**src/design/fct_pkg.sv**
```systemverilog
// Shared types, widths and arithmetic helpers for the friction-compensated torque command.
package fct_pkg;

	localparam int JOINT_W     = 3;
	localparam int ORDER_W     = 2;
	localparam int COEF_W      = 32;
	localparam int DRIVE_VEL_W = 32;
	localparam int TARGET_W    = 32;
	localparam int SCALE_W     = 24;
	localparam int CMD_OUT_W   = 16;
	localparam int CFG_W       = 20;
	localparam int CFG_IDX_W   = 2;

	localparam int TERM_COUNT  = 4;
	localparam int QUEUE_DEPTH = 4;
	localparam int QPTR_W      = $clog2(QUEUE_DEPTH);

	// clamped velocity: magnitude below 2^20, plus sign
	localparam int VEL_W  = CFG_W + 1;
	// polynomial term: clamped to +-2^40
	localparam int P_W    = 2 * VEL_W;
	localparam int LO_W   = 2 * VEL_W + 1;
	localparam int HI_W   = 2 * VEL_W;
	localparam int FULL_W = 3 * VEL_W;
	localparam int STEP_SHIFT  = 12;
	localparam int CLAMP_SHIFT = 40;

	localparam int FRIC_W    = P_W + 1;
	localparam int PRODT_W   = TARGET_W + SCALE_W + 1;
	localparam int FRIC_SHIFT = 16;
	localparam int TOT_W     = FRIC_W + FRIC_SHIFT + 1;
	localparam int CMD_SHIFT = 32;
	localparam int CMD_W     = TOT_W - CMD_SHIFT;

	localparam logic signed [FULL_W-1:0] TERM_LIMIT = FULL_W'(64'd1 << CLAMP_SHIFT);
	localparam logic signed [FULL_W-1:0] STEP_BIAS  = FULL_W'((64'd1 << STEP_SHIFT) - 64'd1);
	localparam logic signed [TOT_W-1:0]  CMD_BIAS   = TOT_W'((64'd1 << CMD_SHIFT) - 64'd1);
	localparam logic signed [CMD_OUT_W-1:0] CMD_MAX = 16'sh7FFF;
	localparam logic signed [CMD_OUT_W-1:0] CMD_MIN = 16'sh8000;

	localparam logic [CFG_IDX_W-1:0] REG_DEADBAND = 2'd0;
	localparam logic [CFG_IDX_W-1:0] REG_LIMIT    = 2'd1;

	localparam logic [CFG_W-1:0] DEADBAND_RESET = 20'd100;
	localparam logic [CFG_W-1:0] LIMIT_RESET    = 20'd1000000;

	typedef struct packed {
		logic [CFG_W-1:0] deadband;
		logic [CFG_W-1:0] limit;
	} cfg_t;

	typedef struct packed {
		logic                       is_load;
		logic [JOINT_W-1:0]         joint;
		logic                       side;
		logic [ORDER_W-1:0]         order;
		logic [COEF_W-1:0]          coef;
		logic                       active;
		logic signed [VEL_W-1:0]    vel;
		logic signed [TARGET_W-1:0] target;
		logic [SCALE_W-1:0]         scale;
		logic                       negate;
	} queue_entry_t;

	// p * v split as (p_hi * 2^21 + p_lo) * v; low partial product
	function automatic logic signed [LO_W-1:0] step_lo(input logic signed [P_W-1:0] p,
			input logic signed [VEL_W-1:0] v);
		logic signed [VEL_W:0] pl;
		pl = $signed({1'b0, p[VEL_W-1:0]});
		return LO_W'(pl) * LO_W'(v);
	endfunction

	function automatic logic signed [HI_W-1:0] step_hi(input logic signed [P_W-1:0] p,
			input logic signed [VEL_W-1:0] v);
		logic signed [VEL_W-1:0] ph;
		ph = $signed(p[P_W-1:VEL_W]);
		return HI_W'(ph) * HI_W'(v);
	endfunction

	// join partials, shift right truncating toward zero, clamp to +-2^40
	function automatic logic signed [P_W-1:0] step_join(input logic signed [HI_W-1:0] hi,
			input logic signed [LO_W-1:0] lo);
		logic signed [FULL_W-1:0] full;
		logic signed [FULL_W-1:0] q;
		full = (FULL_W'(hi) <<< VEL_W) + FULL_W'(lo);
		q = full + ((full < 0) ? STEP_BIAS : '0);
		q = q >>> STEP_SHIFT;
		if (q > TERM_LIMIT) begin
			return P_W'(TERM_LIMIT);
		end else if (q < -TERM_LIMIT) begin
			return P_W'(-TERM_LIMIT);
		end
		return P_W'(q);
	endfunction

endpackage

```
**src/design/fct_queue.sv**
```systemverilog
// Short FIFO between the intake and the compute pipeline.
module fct_queue (
	input  logic                  clk,
	input  logic                  arst_n,
	input  logic                  push,
	input  fct_pkg::queue_entry_t push_data,
	output logic                  full,
	input  logic                  pop,
	output fct_pkg::queue_entry_t head,
	output logic                  head_valid
);
	import fct_pkg::*;

	queue_entry_t       slot_q [QUEUE_DEPTH];
	logic [QPTR_W-1:0]  wr_ptr_q;
	logic [QPTR_W-1:0]  rd_ptr_q;
	logic [QPTR_W:0]    count_q;
	logic               do_push;
	logic               do_pop;

	assign full       = count_q == (QPTR_W + 1)'(QUEUE_DEPTH);
	assign head_valid = count_q != '0;
	assign head       = slot_q[rd_ptr_q];
	assign do_push    = push && !full;
	assign do_pop     = pop && head_valid;

	always_ff @(posedge clk or negedge arst_n) begin
		if (!arst_n) begin
			wr_ptr_q <= '0;
			rd_ptr_q <= '0;
			count_q  <= '0;
		end else begin
			if (do_push) begin
				wr_ptr_q <= wr_ptr_q + 1'b1;
			end
			if (do_pop) begin
				rd_ptr_q <= rd_ptr_q + 1'b1;
			end
			case ({do_push, do_pop})
				2'b10:   count_q <= count_q + 1'b1;
				2'b01:   count_q <= count_q - 1'b1;
				default: count_q <= count_q;
			endcase
		end
	end

	always_ff @(posedge clk) begin
		if (do_push) begin
			slot_q[wr_ptr_q] <= push_data;
		end
	end

endmodule

```
**config.mk**
```make
export PLATFORM = sky130hd
export DESIGN_NAME = fct_queue
export DESIGN_NICKNAME = d
export VERILOG_FILES = /design/src/design/fct_pkg.sv /design/src/design/fct_queue.sv
export SDC_FILE = /design/constraint.sdc
export NUM_CORES = 1
export LEC_CHECK = 0
export BUFFER_PORTS_ARGS = -buffer_cell sky130_fd_sc_hd__buf_2
export CORE_MARGIN = 3
export CORE_UTILIZATION = 45
export CTS_BUF_LIST = sky130_fd_sc_hd__clkbuf_4
export CTS_CLUSTER_DIAMETER = 80
export DETAILED_ROUTE_END_ITERATION = 7
export SETUP_SLACK_MARGIN = 0.5
export SYNTH_ARGS = -nofsm -noshare
export SYNTH_HDL_FRONTEND = slang
export SYNTH_SLANG_ARGS = --single-unit
```
**constraint.sdc**
```tcl
create_clock -name clk -period 4.5 [get_ports clk]
set_clock_uncertainty 0.05 [all_clocks]
set_input_delay 0.225 -clock clk [delete_from_list [all_inputs] [get_ports clk]]
set_output_delay 0.225 -clock clk [all_outputs]
set_load 0.1 [all_outputs]
```
# Word level (Yosys, flattened, before mapping)
# Memories as Yosys holds them, arrays and structs flattened.
# Cells that the tools add are included.
# Widths: inputs -> output; s select.
op_classes:
  add_sub_neg: 4
  eq_ne: 3
  muxes: 3
  n_reduce_logical: 5
op_table:
  columns: ["operator", "count"]
  rows:
  - ["$pmux 3 s2", 1]
  - ["$add 2x1->2 const B", 2]
  - ["$add 3x1->3 const B", 1]
  - ["$eq 3x3->1 const B", 1]
  - ["$reduce_bool 3->1", 1]
  - ["$sub 3x1->3 const B", 1]
  - ["$eq 2x1->1 const B", 1]
  - ["$eq 2x2->1 const B", 1]
  - ["$logic_and 1x1->1", 2]
  - ["$mux 1", 2]
  - ["$reduce_bool 2->1", 1]
  - ["$logic_not 1->1", 1]
totals:
  regBits: 7
  ram_bits: 472
  input_bits: 122
  wordCells: 19
  n_memories: 1
mem_list:
  columns: ["name", "words", "width", "rd", "rd_ports_with_merged_regs", "write_ports", "line", "rtl"]
  rows:
  - ["slot_q", 4, 118, 1, 0, 1, "fct_queue.sv:14", "queue_entry_t slot_q [QUEUE_DEPTH];"]

# Longest topological paths before layout
logic_depth:
  word_depth: 5
  mapped_depth: 9

# Least setup slack after synthesis
# OpenSTA, ideal clock, no wires.
synth_path:
  kind: "reg-to-reg"
  startpoint: "register count_q[0]"
  endpoint: "memory slot_q[0][0] in the netlist's numbering, enable pin"
  setup_time_ns: 0.782
  arrival_ns: 4.698
  path_slack_ns: -1.030
  path_stages_with_launch: 4
  path_cell_list: "dfrtp_1 nor3b_1 nor2b_1 and2_1"
synth_between:
  elab_chain_cells: 5
synth_rtl:
  columns: ["item", "line", "rtl"]
  rows:
  - ["start, declared", "fct_queue.sv:17", "logic [QPTR_W:0] count_q;"]
  - ["start signal, assigned", "fct_queue.sv:40", "2'b10: count_q <= count_q + 1'b1;"]
  - ["start signal, assigned", "fct_queue.sv:41", "2'b01: count_q <= count_q - 1'b1;"]
  - ["start signal, assigned", "fct_queue.sv:42", "default: count_q <= count_q;"]
  - ["$eq 3x3->1", "fct_queue.sv:21", "assign full = count_q == (QPTR_W + 1)'(QUEUE_DEPTH);"]
  - ["net full", "fct_queue.sv:7", "output logic full,"]
  - ["$logic_not 1->1", "fct_queue.sv:24", "assign do_push = push && !full;"]
  - ["$logic_and 1x1->1", "fct_queue.sv:24", null]
  - ["$mux 1", "fct_queue.sv:48", "if (do_push) begin"]
  - ["$mux 1 (implied by the code)", "fct_queue.sv:49", "slot_q[wr_ptr_q] <= push_data;"]
  - ["end, declared", "fct_queue.sv:14", null]
# The timed path passes the listed nets, and every way through them passes these cells.

==> results_dict.tcl <==
set metrics [dict create \
    routedWlPerCell_um 20.3 \
    clock_sinks 479 \
    dieWidth_um 203 \
    antenna_left 0 \
    grt_pass1_wl_mm 54.7 \
    clk_pin_slew_ps 70 \
    syn_area_sq_um 17400 \
    dieArea_sq_um 41200 \
    period_share_pct 74.8 \
    final-setup-viol-count 0 \
    grt_pass1_vias 9673 \
    first_pass_iters 4 \
    htree_num_levels 3 \
    slew_headroom_pct 36.3 \
    post-dp-hpwl_mm 20.0 \
    drtIter0Drc 439 \
    cp-end-kind "primary output" \
    grt_max_degree 62 \
    ys_seq_area_share_pct 82.3 \
    wirelength_mm 35.0 \
    core_sq_um 37900 \
    tritoncts "done" \
    hold_class "input pin to flip-flop" \
    cp.arrival_ps 3090 \
    die_height_um 203 \
    io_pins 242 \
    cts-root-buf "clkbuf_4" \
    cts_resized 0 \
    cp.required_ps 4220 \
    min_period_ps 3360 \
    area_growth_syn_to_layout_pct 26.4 \
    cts_made_buffers 119 \
    syn_inst 653 \
    antenna_found_initial 4 \
    drv_slew 0 \
    grt_overflow_total 0 \
    drc_errors 0 \
    rsz0062_at_grt "false" \
    place_congestion 0.717 \
    synth_warnings 0 \
    worst_pin_slew_ps 955 \
    via_per_inst 5.00 \
    clk_path_buf_depth 3 \
    synth-seq-cells 479 \
    grtUsageTotal_pct 17.5 \
    tns_ps 0 \
    initial_utilization_pct 46.0 \
    layout.nets 1253 \
    routed-via-count 8602 \
    cap_violations 0 \
    syn_nets 781 \
    cp_max_fo 38 \
    clk-insertion-delay-late_ps 770 \
    cp-start-kind "flip-flop" \
    row_count 71 \
    status "complete, no violations" \
    reg2reg_slack_ps 1860 \
    worstSetupPathType "flip-flop to primary output" \
    hold_viol 0 \
    synth_cell_types 21 \
    drive_gt1_share_pct 47.1 \
    clock.fmax_mhz 297 \
    portBuffers 241 \
    synth.avg_cell_area_sq_um 26.7 \
]
## cells in the mapped netlist
library cell  instances  area share [%]
nor3b_1               1           0.043
buf_4                 1           0.043
clkbuf_1              1           0.022
mux2i_1               1           0.057
or3_1                 1           0.036
ha_1                  5            0.36
mux4_2              118              15
fa_1                  1            0.11
buf_2                14            0.40
dfrtp_1               7             1.0
buf_6                10            0.65
o31a_1                1           0.050
xor2_1                3            0.15
xnor2_1               3            0.15
and2_1                4            0.14
nor2b_1               1           0.036
inv_1                 6            0.13
nand2_1               1           0.022
mux2_2                1           0.065
edfxtp_1            472              81
nor2_1                1           0.022
## stage by stage
stage | setup slack (ps) | instance area, sq um | hold WS [ps] | instances | utilization, %
floorplan | 1020 | 17500 | -121 | 653 | -
global placement | 1780 | 19300 | 34.7 | 1393 | 50.9
detailed placement | 1790 | 19300 | 31.3 | 1393 | 50.9
CTS | 890 | 22000 | 14.5 | 1720 | 58.1
global route | 836 | 22000 | 50.9 | 1722 | 58.1
finish | 1140 | 22000 | 144 | 1722 | 58.1
## registers in the layout, summed over array words and instances, names as in the netlist
| name | flops |
|---|---|
| rd_ptr_q | 2 |
| count_q | 3 |
| slot_q | 472 |
| wr_ptr_q | 2 |
## metal layers
| layer | vias to the layer above | global-route usage (%) | wire (um) |
|---|---|---|---|
| li1 | 3854 | - | - |
| met1 | 4424 | 22.3 | 14300 |
| met2 | 266 | 29.1 | 17800 |
| met3 | 54 | 4.54 | 2100 |
| met4 | 4 | 7.05 | 731 |
| met5 | - | 0 | 26 |
## worst paths after layout
| path | startpoint | cells after the start | endpoint |
|---|---|---|---|
| setup / recovery | rd_ptr_q[0]$_DFFE_PN0P_ | 3 | head[75] |
| hold / removal | push_data[93] | 2 | slot_q[0][93]$_DFFE_PP_ |
| setup reg to reg | count_q[2]$_DFFE_PN0P_ | 4 | slot_q[0][101]$_DFFE_PP_ |
| hold reg to reg | count_q[2]$_DFFE_PN0P_ | 1 | count_q[2]$_DFFE_PN0P_ |
| max in group asynchronous | arst_n | 3 | rd_ptr_q[1]$_DFFE_PN0P_ |
| min in group asynchronous | arst_n | 3 | count_q[1]$_DFFE_PN0P_ |
## layout by cell type (no fill, tap or decap), types with 2 or more instances in the layout
cell type	synthesis	routed
buf_12	0	6
ha_1	5	5
xnor2_1	3	3
dlygate4sd3_1	0	122
diode_2	0	2
edfxtp_1	472	472
and2_4	0	4
dfrtp_4	0	2
clkinv_2	0	2
clkinv_1	0	16
bufinv_16	0	2
buf_4	1	8
mux4_2	118	118
clkbuf_4	0	184
dfrtp_1	7	5
inv_1	6	6
xor2_1	3	3
buf_2	14	241
## worst max-delay path, stage by stage (launching register included)
cell and delay (ps):
dfrtp_4 930, buf_4 490, mux4_2 570, buf_2 310
## cells by family (layout without fill, tap and decap cells)
group	count (synthesis)	in the layout	share of synthesized area (%)
mux	120	120	15.4
other cells	0	2	0
buf+inv	32	588	1.24
xor+xnor	6	6	0.301
simple gates	9	9	0.301
fa+ha+maj	6	6	0.473
compound gates	1	1	0.0502
flops	479	479	82.3
## repair_timing
| item | 4_1_cts | 5_1_grt |
|---|---|---|
| hold buffers | 122 | 0 |
| setup buffers | 0 | 0 |
| hold endpoints to repair | 485 | 0 |
## cell type report
cell class,instances,area (sq um)
flip-flops and latches,479,14400
well taps,511,639
multi-input cells,142,2890
inverters,6,22.5
clock inverters,21,134
clock buffers,184,1380
fillers,2898,15900
repair buffers,377,2610
diodes,2,5.00
Power is not shown: default switching activity piles up to over one toggle a cycle in this logic, so the estimate is an artifact.
