<file path="config.mk">
export PLATFORM = sky130hd
export DESIGN_NAME = fct_front
export DESIGN_NICKNAME = d
export VERILOG_FILES = /design/src/design/fct_pkg.sv /design/src/design/fct_front.sv
export SDC_FILE = /design/constraint.sdc
export NUM_CORES = 1
export LEC_CHECK = 0
export ABC_AREA = 0
export BUFFER_PORTS_ARGS = -buffer_cell sky130_fd_sc_hd__buf_2
export CAP_MARGIN = 20
export CORE_MARGIN = 3
export CORE_UTILIZATION = 41
export DETAILED_ROUTE_END_ITERATION = 16
export PLACE_DENSITY = 0.81
export RECOVER_POWER = 100
export SYNTH_ARGS = -nofsm -noshare
export SYNTH_HDL_FRONTEND = slang
export SYNTH_SLANG_ARGS = --single-unit
export TNS_END_PERCENT = 10
</file>
<file path="constraint.sdc">
create_clock -name vclk -period 4.1
set_clock_uncertainty 0.05 [all_clocks]
set_input_delay 0.205 -clock vclk [all_inputs]
set_output_delay 0.205 -clock vclk [all_outputs]
set_load 0.02 [all_outputs]
</file>
<file path="src/design/fct_pkg.sv">
// Shared types, widths and arithmetic helpers for the friction-compensated torque command.
package fct_pkg;

	localparam int JOINT_W     = 3;
	localparam int ORDER_W     = 2;
	localparam int COEF_W      = 32;
	localparam int DRIVE_VEL_W = 32;
	localparam int TARGET_W    = 32;
	localparam int SCALE_W     = 24;
	localparam int CMD_OUT_W   = 16;
	localparam int CFG_W       = 20;
	localparam int CFG_IDX_W   = 2;

	localparam int TERM_COUNT  = 4;
	localparam int QUEUE_DEPTH = 4;
	localparam int QPTR_W      = $clog2(QUEUE_DEPTH);

	// clamped velocity: magnitude below 2^20, plus sign
	localparam int VEL_W  = CFG_W + 1;
	// polynomial term: clamped to +-2^40
	localparam int P_W    = 2 * VEL_W;
	localparam int LO_W   = 2 * VEL_W + 1;
	localparam int HI_W   = 2 * VEL_W;
	localparam int FULL_W = 3 * VEL_W;
	localparam int STEP_SHIFT  = 12;
	localparam int CLAMP_SHIFT = 40;

	localparam int FRIC_W    = P_W + 1;
	localparam int PRODT_W   = TARGET_W + SCALE_W + 1;
	localparam int FRIC_SHIFT = 16;
	localparam int TOT_W     = FRIC_W + FRIC_SHIFT + 1;
	localparam int CMD_SHIFT = 32;
	localparam int CMD_W     = TOT_W - CMD_SHIFT;

	localparam logic signed [FULL_W-1:0] TERM_LIMIT = FULL_W'(64'd1 << CLAMP_SHIFT);
	localparam logic signed [FULL_W-1:0] STEP_BIAS  = FULL_W'((64'd1 << STEP_SHIFT) - 64'd1);
	localparam logic signed [TOT_W-1:0]  CMD_BIAS   = TOT_W'((64'd1 << CMD_SHIFT) - 64'd1);
	localparam logic signed [CMD_OUT_W-1:0] CMD_MAX = 16'sh7FFF;
	localparam logic signed [CMD_OUT_W-1:0] CMD_MIN = 16'sh8000;

	localparam logic [CFG_IDX_W-1:0] REG_DEADBAND = 2'd0;
	localparam logic [CFG_IDX_W-1:0] REG_LIMIT    = 2'd1;

	localparam logic [CFG_W-1:0] DEADBAND_RESET = 20'd100;
	localparam logic [CFG_W-1:0] LIMIT_RESET    = 20'd1000000;

	typedef struct packed {
		logic [CFG_W-1:0] deadband;
		logic [CFG_W-1:0] limit;
	} cfg_t;

	typedef struct packed {
		logic                       is_load;
		logic [JOINT_W-1:0]         joint;
		logic                       side;
		logic [ORDER_W-1:0]         order;
		logic [COEF_W-1:0]          coef;
		logic                       active;
		logic signed [VEL_W-1:0]    vel;
		logic signed [TARGET_W-1:0] target;
		logic [SCALE_W-1:0]         scale;
		logic                       negate;
	} queue_entry_t;

	// p * v split as (p_hi * 2^21 + p_lo) * v; low partial product
	function automatic logic signed [LO_W-1:0] step_lo(input logic signed [P_W-1:0] p,
			input logic signed [VEL_W-1:0] v);
		logic signed [VEL_W:0] pl;
		pl = $signed({1'b0, p[VEL_W-1:0]});
		return LO_W'(pl) * LO_W'(v);
	endfunction

	function automatic logic signed [HI_W-1:0] step_hi(input logic signed [P_W-1:0] p,
			input logic signed [VEL_W-1:0] v);
		logic signed [VEL_W-1:0] ph;
		ph = $signed(p[P_W-1:VEL_W]);
		return HI_W'(ph) * HI_W'(v);
	endfunction

	// join partials, shift right truncating toward zero, clamp to +-2^40
	function automatic logic signed [P_W-1:0] step_join(input logic signed [HI_W-1:0] hi,
			input logic signed [LO_W-1:0] lo);
		logic signed [FULL_W-1:0] full;
		logic signed [FULL_W-1:0] q;
		full = (FULL_W'(hi) <<< VEL_W) + FULL_W'(lo);
		q = full + ((full < 0) ? STEP_BIAS : '0);
		q = q >>> STEP_SHIFT;
		if (q > TERM_LIMIT) begin
			return P_W'(TERM_LIMIT);
		end else if (q < -TERM_LIMIT) begin
			return P_W'(-TERM_LIMIT);
		end
		return P_W'(q);
	endfunction

endpackage

</file>
<file path="src/design/fct_front.sv">
// Request intake: joint range check, deadband test, velocity clamp and side select.
module fct_front #(
	parameter int JOINT_COUNT = 6
) (
	input  logic                                  start,
	input  logic                                  busy,
	input  fct_pkg::cfg_t                         cfg,
	input  logic                                  mode,
	input  logic [fct_pkg::JOINT_W-1:0]           joint_index,
	input  logic                                  negative_side,
	input  logic [fct_pkg::ORDER_W-1:0]           power_order,
	input  logic signed [fct_pkg::COEF_W-1:0]     coefficient_value,
	input  logic signed [fct_pkg::DRIVE_VEL_W-1:0] drive_velocity,
	input  logic signed [fct_pkg::TARGET_W-1:0]   joint_torque_target,
	input  logic [fct_pkg::SCALE_W-1:0]           torque_scale,
	input  logic                                  torque_negate,
	output logic                                  push,
	output fct_pkg::queue_entry_t                 entry
);
	import fct_pkg::*;

	logic signed [DRIVE_VEL_W-1:0] dbd;
	logic signed [DRIVE_VEL_W-1:0] lim;
	logic signed [DRIVE_VEL_W-1:0] neg_lim;
	logic                          above;
	logic                          below;

	assign dbd     = $signed({{(DRIVE_VEL_W - CFG_W){1'b0}}, cfg.deadband});
	assign lim     = $signed({{(DRIVE_VEL_W - CFG_W){1'b0}}, cfg.limit});
	assign neg_lim = -lim;
	assign above   = drive_velocity > dbd;
	assign below   = drive_velocity < -dbd;

	// drop requests for joints that do not exist
	assign push = start && !busy && (int'(joint_index) < JOINT_COUNT);

	always_comb begin
		entry.is_load = !mode;
		entry.joint   = joint_index;
		entry.order   = power_order;
		entry.coef    = coefficient_value;
		entry.target  = joint_torque_target;
		entry.scale   = torque_scale;
		entry.negate  = torque_negate;
		entry.active  = above || below;
		entry.side    = mode ? below : negative_side;
		if (above) begin
			entry.vel = (drive_velocity > lim) ? lim[VEL_W-1:0] : drive_velocity[VEL_W-1:0];
		end else if (below) begin
			entry.vel = (drive_velocity < neg_lim) ? neg_lim[VEL_W-1:0]
				: drive_velocity[VEL_W-1:0];
		end else begin
			entry.vel = '0;
		end
	end

endmodule

</file>
### Yosys cells after proc, flatten, opt, wreduce, memory -nomap -nowiden

Index checks and enable logic that the tools add are counted.

| storage, ports and cells | value |
|---|---|
| word-level logic and storage cells | 17 |
| bits in registers | 0 |

| operators by class | value |
|---|---|
| $lt $le $gt $ge | 5 |
| reductions and logical operators | 5 |
| $add $sub $neg | 2 |
| muxes and demuxes | 5 |

Operators with widths:

| operator | number |
|---|---|
| two-way mux 21 bit | 4 |
| greater-than comparator 32 x 21 -> 1 bit | 2 |
| < comparator 32 bit | 2 |
| negator 20 -> 32 bit | 2 |
| < comparator 3 bit (second input constant) | 1 |
| logical AND 1 bit | 2 |
| logical NOT 1 bit | 2 |
| logical OR 1 bit | 1 |
| two-way mux 1 bit | 1 |

### Depth between registers and ports, before layout

Gate-level depths: netlist of the first run.

| logic depth | value |
|---|---|
| depth after elaboration | 5 |
| gate-level depth with buffers | 17 |
| mapped depth without buffers | 16 |

### Worst setup path before layout of the first run

No wires, ideal clock.

| timing | value |
|---|---|
| path kind | input port to output port |
| from | input port cfg[23] in the netlist's numbering |
| to | output port entry[77] in the netlist's numbering |
| stages on the path | 16 |
| slack | -0.164 ns |
| arrival time | 4.009 ns |
| buffers on the path | 2 |
| required time | 3.845 ns |
| path through | nor3_1 and3_1 nand3_1 nor4_1 nand2_1 or3_1 clkbuf_1 xnor2_1 ha_1 and2_0 a221o_1 a221oi_1 a31oi_1 nand2b_1 clkbuf_1 a211oi_1 |

RTL lines:

| what | RTL line | RTL |
|---|---|---|
| start, declared | fct_front.sv:7 | `input fct_pkg::cfg_t cfg,` |
| end, declared | fct_front.sv:18 | `output fct_pkg::queue_entry_t entry` |

==> results of run 1 <==
synth_stat cells (4+ instances only):
cell type,instances,area [µm²]
o211ai_1,6,45.0
o22ai_1,19,119
a21oi_1,35,175
inv_1,60,225
nor2_1,31,116
mux2_2,16,180
ha_1,104,1300
a21o_1,15,113
nor2b_1,4,25.0
xnor2_1,33,289
and4_1,6,52.6
nor4_1,14,87.6
o21ai_0,7,35.0
a221o_1,4,40.0
nand4_1,21,131
and3_1,12,75.1
inv_2,4,15.0
nor3_1,14,70.1
buf_4,94,706
mux2i_1,20,200
a211oi_1,6,45.0
nand3_1,9,45.0
nand2_1,22,82.6
clkbuf_1,11,41.3
per-layer routing:
layer,up-vias,part of all wire (%)
li1,2194,-
met2,121,46
met1,2020,46
met4,2,3.4
met5,-,0.10
met3,52,5.2
power by group:
group	internal, µW	switching, µW
Clock	0.0000326	0
Combinational	221	281
Sequential	0	0
stage by stage:
| stage | setup slack [ps] | utilization, % |
|---|---|---|
| 5_1_grt | -226 | 48.5 |
| 6_report | 1.09 | 48.5 |
| 3_5_place_dp | -149 | 45.1 |
| 4_1_cts | -1.29 | 45.5 |
| 2_1_floorplan | -38.8 | - |
| 3_3_place_gp | -113 | 45.1 |
cell families (layout without fill, tap and decap cells):
group	Yosys count	in the layout	synth area share, %
adder cells (fa/ha/maj)	104	104	28.5
AND/OR/NAND/NOR	149	149	18.2
multiplexers	38	38	8.91
buffers and inverters	171	208	21.8
AO/OA/AOI/OAI	110	110	15.8
other	0	1	0
XOR/XNOR	35	35	6.72
area by class of cell:
cell class / instances / share of cell area, %
Timing Repair Buffer: 144 / 18.0
Inverter: 64 / 4.70
Tap cell: 136 / 3.33
Multi-Input combinational cell: 436 / 73.9
Antenna cell: 1 / 0.0489
how the worst min path moves through the flow:
stage,endpoint,depth (start not counted)
finish,entry[112],0
CTS,entry[108],0
detailed placement,entry[108],0
floorplan,entry[117],1
global route,entry[2],0
global placement,entry[108],0
what timing repair did:
action / CTS / global route
endpoints found under the setup margin: 21 / 23
gates cloned: 0 / 1
pin swaps: 1 / 21
setup buffers: 0 / 7
resized for setup: 7 / 53
hold buffers: 0 / 0
==> impl_metrics.yaml, run 1 <==
final_layout:
  stdcell_area_mm2: 0.00512
  num-clock-buffers: 0
  multiInputGateArea_mm2: 0.00378
  num-fill-cells: 1025
  fraction_of_layout_instances_using_a_drive_strength_above_1_pct: 30.4
  layout-area-overhead-vs-synth_pct: 12.1
  layout.sequential_cells: 0
  final_cell_mix: "103 x ha_1, 88 x buf_2, 59 x inv_1, 40 x buf_4, 34 x a21oi_1"
  area_of_all_sequential_standard_cells_um2: 0
  layout.nets: 920
  finalNonFillerCells: 781
  mostFrequentLayoutCell: "ha_1"
die:
  coreArea_mm2: 0.0106
  row_count: 37
  chipWidth_um: 112
  number_of_top_level_pins: 289
  fp.dieH_um: 112
  die_area_mm2: 0.0124
  starting_density_of_the_core_pct: 43.2
worst_setup_path:
  cp_data_arrival_time_ps: 3840
  setup.worst_path.class: "input port to output port"
  max_stage_delay_ps: 350
  worst_path_dominant_cell_family: "simple AND/OR/NAND/NOR gates"
  timing.critical_path.from: "cfg[22]"
  critical_path.endpoint: "entry[57]"
  worst-path-buf-inv: 5
  worstPathMaxFanout: 6
  timing.critical_path.required_ps: 3850
  critical_path.slowest_cell: "or3_4"
  critical_path.cell_chain: "buf_8 > nor3_4 > and3_4 > nand3_4 > nor4_4 > buf_4 > nand2_2 > or3_4 > buf_6 > nor2_1 > ha_1 > nand4_1 > nor4_2 > buf_4 > and4_1 > o31ai_1 > a31oi_1 > nand2b_4 > o21bai_4 > o311ai_4 > buf_6"
  crit_path_end_kind: "output port"
  critical_path_cell_count: 21
  worst_setup_path_start_kind: "input port"
power_and_ir_drop:
  power.total_uw: 502
  p_per_area_mw_per_mm2: 98.2
  power.leakage_uw: 0.00267
  max-vdd-ir-drop_uv: 47.0
placed_design:
  hpwlAfterDp_um: 10700
  globalplace.congestion: 0.942
  port_buffers: 105
  place.detailed.instances: 772
  placed_cell_area_mm2: 0.00476
sta:
  max_freq_mhz: 244
  max-slew-margin-rel_pct: 37.8
  fin_tns_setup_ps: 0
  worst_slew_pin_slew_ps: 929
  finalHoldViolCount: 0
  finalCriticalPeriod_ps: 4100
  rsz0062_at_grt: "yes"
  setup_viol: 0
  holdWs_ps: 360
  final_period_utilization_pct: 100
  final_max_slew_violation_count: 0
drt:
  drc: 0
  totalWireLength_um: 13000
  route.detailed.wl_per_inst_um: 16.6
  vias: 4389
  firstDrtPassIters: 4
  vias_per_cell: 5.62
  first_iter_violations: 219
  antenna_left: 0
global_routing:
  grt_first_pass_wirelength_um: 20600
  antenna_found_initial: 2
  grt_max_degree: 23
  global_route.usage.total_pct: 19.1
  global_route.peak_usage_layer: "met2"
  met2_usage_pct: 32.2
  first_global_vias: 4329
  grt_use_met1_pct: 25.3
  grtUsageMet3_pct: 2.45
  grt.overflow.total: 0
run_status:
  result_of_the_run: "completed"
job:
  max-cap-violations: 0
synthesis:
  net_count_after_synthesis: 881
  postSynthCellCount: 607
  synth.yosys.warnings: 0
  netlist-cell-type-count: 56
  synth-seq-area-share_pct: 0
  synthesis.area_per_instance_um2: 7.52
  post_synth_instance_area_mm2: 0.00456
worst_hold_path:
  min_from: "power_order[1]"
  hp-class: "input port to output port"
Note: power is estimated with default switching activity, not from simulation.
==> run 2: changes to the inputs <==
--- a/config.mk
+++ b/config.mk
@@ -13,6 +13,7 @@
 export DETAILED_ROUTE_END_ITERATION = 16
 export PLACE_DENSITY = 0.81
 export RECOVER_POWER = 100
+export SETUP_SLACK_MARGIN = 0.4
 export SYNTH_ARGS = -nofsm -noshare
 export SYNTH_HDL_FRONTEND = slang
 export SYNTH_SLANG_ARGS = --single-unit
==> run 2 against run 1 <==
Net effect:
- worst hold slack hardly changed
- largest power group unchanged
- first-iteration DRC count is 70% higher
- sequential share of layout area stayed put
- wire length is 15% higher
- critical path type unchanged
==> impl_metrics.yaml, run 2 (synthesis gave the netlist of run 1 again) <==
placed_design:
  port_buffers: 105
  globalplace.congestion: 0.965
  hpwlAfterDp_um: 11000
die:
  fp.dieH_um: 112
  number_of_top_level_pins: 289
  row_count: 37
  die_area_mm2: 0.0124
  chipWidth_um: 112
  coreArea_mm2: 0.0106
  starting_density_of_the_core_pct: 43.2
sta:
  setup_viol: 0
  finalHoldViolCount: 0
  final_max_slew_violation_count: 0
  final_period_utilization_pct: 99.3
  worst_slew_pin_slew_ps: 626
  max_freq_mhz: 246
  fin_tns_setup_ps: 0
  rsz0062_at_grt: "yes"
  holdWs_ps: 360
  max-slew-margin-rel_pct: 58.1
  finalCriticalPeriod_ps: 4070
power_and_ir_drop:
  clock_power_share_pct: 0
  max-vdd-ir-drop_uv: 69.6
  p_switching_uw: 327
  cellInternalPower_uw: 280
  power.leakage_uw: 0.00286
  p_per_area_mw_per_mm2: 106
  proportion_of_power_drawn_by_flip_flops_and_latches_pct: 0
  net_switching_share_of_the_total_power_pct: 53.9
  p_comb_share_pct: 100.0
drt:
  vias_per_cell: 5.97
  first_iter_violations: 372
  drc: 0
  firstDrtPassIters: 6
  vias: 4750
  antenna_left: 0
  totalWireLength_um: 14900
  route.detailed.wl_per_inst_um: 18.7
final_layout:
  final_cell_mix: "100 x ha_1, 73 x buf_2, 58 x inv_1, 46 x buf_4, 34 x a21oi_1"
  area_of_all_sequential_standard_cells_um2: 0
  layout.nets: 936
  multiInputGateArea_mm2: 0.00410
  fraction_of_layout_instances_using_a_drive_strength_above_1_pct: 35.5
  layout.sequential_cells: 0
  antenna_cells_inserted: 0
  layout-area-overhead-vs-synth_pct: 25.7
  mostFrequentLayoutCell: "ha_1"
  num-fill-cells: 915
  num-clock-buffers: 0
worst_setup_path:
  critical-path-top-cell-by-count: "buf_4"
  worst_setup_path_start_kind: "input port"
  max_stage_delay_ps: 370
  critical_path.slowest_cell: "or3_4"
  setup.worst_path.class: "input port to output port"
  timing.critical_path.required_ps: 3850
  worst-path-buf-inv: 6
  worst_path_dominant_cell_family: "simple AND/OR/NAND/NOR gates"
  critical_path.cell_chain: "buf_6 > nor3_4 > nand3_2 > or3_4 > nor4b_4 > buf_4 > buf_4 > and3_1 > ha_1 > nand4_1 > nor3_1 > a211oi_2 > nand4b_1 > o22ai_2 > buf_4 > buf_16 > mux2_2 > o22ai_4 > buf_6"
  crit_path_end_kind: "output port"
  worstPathMaxFanout: 11
  cp_data_arrival_time_ps: 3820
global_routing:
  grt.overflow.total: 0
  antenna_found_initial: 1
  grt_max_degree: 23
  global_route.usage.total_pct: 21.1
  grt_first_pass_wirelength_um: 22500
  first_global_vias: 4598
worst_hold_path:
  hold-path-endpoint: "entry[103]"
  min_from: "coefficient_value[24]"
  holdPathStages: 0
  hp-class: "input port to output port"
clocking:
  postCtsHoldBufs: 0
job:
  max-cap-violations: 0
run_status:
  result_of_the_run: "completed"
[run 2: worst max path at each step]
stage,cells past startpoint,from,slack (ps),to
floorplan,16,cfg[23],310,entry[77]
global placement,19,cfg[23],10,entry[57]
detailed placement,19,cfg[23],-90,entry[69]
CTS,18,cfg[4],140,entry[69]
global route,19,cfg[6],-100,entry[65]
finish,19,cfg[6],30,entry[65]
[run 2: power by group through the flow]
stage / Sequential [µW] / Clock [µW] / Combinational (µW)
after floorplan: 0 / 0 / 476
after global placement: 0 / 0 / 512
after detailed placement: 0 / 0 / 522
after CTS: 0 / 0 / 568
after global routing: 0 / 0 / 661
final: 0 / 0 / 607
[run 2: what timing repair did]
item,4_1_cts,5_1_grt
cloned,2,0
endpoints found under the setup margin,23,23
pin swaps,22,33
setup buffers,24,4
resized for setup,57,46
[run 2: metal layers]
| layer | GRT usage, % | part of all wire, % | up-vias |
|---|---|---|---|
| met5 | 0 | 0.087 | - |
| met4 | 6.81 | 4.9 | 2 |
| li1 | - | - | 2216 |
| met1 | 26.9 | 41 | 2177 |
| met2 | 36.7 | 47 | 252 |
| met3 | 2.66 | 7.0 | 103 |
[run 2: through the flow]
| stage | setup WS (ps) | utilization, % | power (µW) | std cells | instance area, µm² |
|---|---|---|---|---|---|
| after floorplan | 312 | - | 476 | 607 | 4960 |
| after detailed placement | -91.4 | 48.3 | 522 | 766 | 5090 |
| final | 29.2 | 54.3 | 607 | 796 | 5740 |
| after global placement | 9.56 | 48.2 | 512 | 765 | 5090 |
| after global routing | -97.2 | 54.3 | 661 | 796 | 5740 |
| after CTS | 145 | 52.2 | 568 | 792 | 5510 |
[run 2: final cells by class]
| type | count | area share (%) |
|---|---|---|
| Inverter | 64 | 4.19 |
| Multi-Input combinational cell | 436 | 71.6 |
| Tap cell | 136 | 2.97 |
| Timing Repair Buffer | 160 | 21.3 |
==> run 3: changes to the inputs <==
--- a/config.mk
+++ b/config.mk
@@ -5,11 +5,11 @@
 export SDC_FILE = /design/constraint.sdc
 export NUM_CORES = 1
 export LEC_CHECK = 0
-export ABC_AREA = 0
+export ABC_AREA = 1
 export BUFFER_PORTS_ARGS = -buffer_cell sky130_fd_sc_hd__buf_2
 export CAP_MARGIN = 20
 export CORE_MARGIN = 3
-export CORE_UTILIZATION = 41
+export CORE_UTILIZATION = 43
 export DETAILED_ROUTE_END_ITERATION = 16
 export PLACE_DENSITY = 0.81
 export RECOVER_POWER = 100
==> run 3 against run 2 <==
Net effect:
- worst setup slack improved by 340 ps
- sequential share of layout area unchanged
- first-iteration DRC count increased by 12%
- power decreased by 18%
- via count increased by 14%
- critical endpoint is now entry[66]
- non-clock buffer count decreased by 39
- clock-buffer cell count unchanged
==> impl_metrics.yaml, run 3 <==
drt:
  drc: 0
  vias_per_cell: 5.29
  route.detailed.wl_per_inst_um: 14.8
  first_iter_violations: 416
  antenna_left: 0
  vias: 5411
  totalWireLength_um: 15100
  firstDrtPassIters: 5
synthesis:
  net_count_after_synthesis: 1147
  synth-seq-area-share_pct: 0
  synth_top_cells_by_count: "210 x nand2_1, 104 x ha_1, 100 x inv_1"
  synth_largest_type_area_fraction_pct: 25.0
  synth.yosys.warnings: 0
  synth.largest_area_cell: "ha_1"
  post-synth-top-count-cell: "nand2_1"
  post_synth_instance_area_mm2: 0.00520
  synthesis.area_per_instance_um2: 5.96
  postSynthCellCount: 873
  synthTopCellsByArea: "ha_1 25%, nand2_1 15%, buf_4 14%, nand3_1 9.1%, inv_1 7.2%"
  netlist-cell-type-count: 33
final_layout:
  antenna_cells_inserted: 0
  num-clock-buffers: 0
  area_of_all_sequential_standard_cells_um2: 0
  mostFrequentLayoutCell: "nand2_1"
  layout.sequential_cells: 0
  finalNonFillerCells: 1022
  final_cell_mix: "205 x nand2_1, 102 x ha_1, 98 x inv_1, 95 x nand3_1, 81 x buf_2"
  fraction_of_layout_instances_using_a_drive_strength_above_1_pct: 17.6
  layout-area-overhead-vs-synth_pct: 3.80
  layout.nets: 1155
  fin_util_pct: 46.5
sta:
  setup_viol: 0
  final_max_slew_violation_count: 0
  final_period_utilization_pct: 90.9
  worst_slew_pin_slew_ps: 795
  rsz0062_at_grt: "no"
  finalHoldViolCount: 0
  max-slew-margin-rel_pct: 46.8
  finalCriticalPeriod_ps: 3730
  holdWs_ps: 360
  fin_tns_setup_ps: 0
  max_freq_mhz: 268
worst_setup_path:
  critical_path.slowest_cell: "nor2_1"
  timing.critical_path.from: "cfg[21]"
  max_stage_delay_ps: 270
  worstPathMaxFanout: 7
  timing.critical_path.required_ps: 3850
  critical_path.endpoint: "entry[66]"
  critical-path-top-cell-by-count: "nand2_1"
  cp_data_arrival_time_ps: 3470
  setup.worst_path.class: "input port to output port"
  worst_setup_path_start_kind: "input port"
  crit_path_end_kind: "output port"
die:
  number_of_top_level_pins: 289
  row_count: 39
  fp.dieH_um: 116
  starting_density_of_the_core_pct: 44.8
  coreArea_mm2: 0.0116
  die_area_mm2: 0.0135
  chipWidth_um: 116
placed_design:
  globalplace.congestion: 0.914
  place.detailed.instances: 1013
  hpwlAfterDp_um: 12100
  port_buffers: 105
power_and_ir_drop:
  power.leakage_uw: 0.00312
  max-vdd-ir-drop_uv: 40.1
  p_per_area_mw_per_mm2: 92.4
  power.total_uw: 499
job:
  max-cap-violations: 0
global_routing:
  grt.overflow.total: 0
  antenna_found_initial: 0
  global_route.usage.total_pct: 20.8
  grt_max_degree: 22
  first_global_vias: 4976
  grt_first_pass_wirelength_um: 23300
worst_hold_path:
  holdPathStages: 0
  hp-class: "input port to output port"
clocking:
  postCtsHoldBufs: 0
run_status:
  result_of_the_run: "completed"
==> run 3: power breakdown <==
group	internal, µW	total [µW]	switching [µW]
Combinational	196	499	303
Sequential	0	0	0
Clock	0	0	0
==> run 3: final cells by class <==
type / instances / area (µm²)
Timing Repair Buffer: 121 / 785
Inverter: 107 / 404
Multi-Input combinational cell: 651 / 4030
Tap cell: 143 / 179
Fill cell: 1214 / 6210
==> run 3: critical path: cells and delay by family <==
kind	cells	cell delay, ps
compound gates	2	270
fa+ha+maj	2	420
buf+inv	5	580
simple gates	16	1990
==> run 3: metrics by stage <==
step                cell area [µm²]  worst slack, ps
floorplan                      5200             1060
global placement               5130              557
detailed placement             5130              437
CTS                            5130              451
global route                   5400              172
finish                         5400              374
==> run 3: routing by layer <==
| metal | part of all wire [%] | up-vias | GRT usage, % |
|---|---|---|---|
| met1 | 42 | 2369 | 27.0 |
| li1 | - | 2775 | - |
| met2 | 47 | 212 | 36.4 |
| met3 | 7.7 | 55 | 1.51 |
| met5 | 0 | - | 0 |
| met4 | 3.4 | 0 | 6.73 |
==> run 3: what timing repair did <==
item | CTS | global route
setup buffers | 0 | 6
endpoints found under the setup margin | 0 | 21
resized for setup | 0 | 54
endpoints found under the hold margin | 0 | 0
==> run 3: worst min-delay path by stage <==
stage | start | slack, ps | end
after floorplan | busy | 440 | push
after global placement | coefficient_value[23] | 360 | entry[102]
after detailed placement | coefficient_value[23] | 360 | entry[102]
after CTS | coefficient_value[23] | 360 | entry[102]
after global routing | torque_scale[11] | 360 | entry[12]
final | coefficient_value[28] | 360 | entry[107]
==> run 3: cell families after synthesis <==
group                      Yosys count  share of synthesized area (%)
adders and majority gates          104                           25.0
AOI/OAI and AO/OA                   73                           7.43
buffers and inverters              222                           23.7
and+or+nand+nor                    443                           38.6
xor gates and xnor gates            31                           5.22
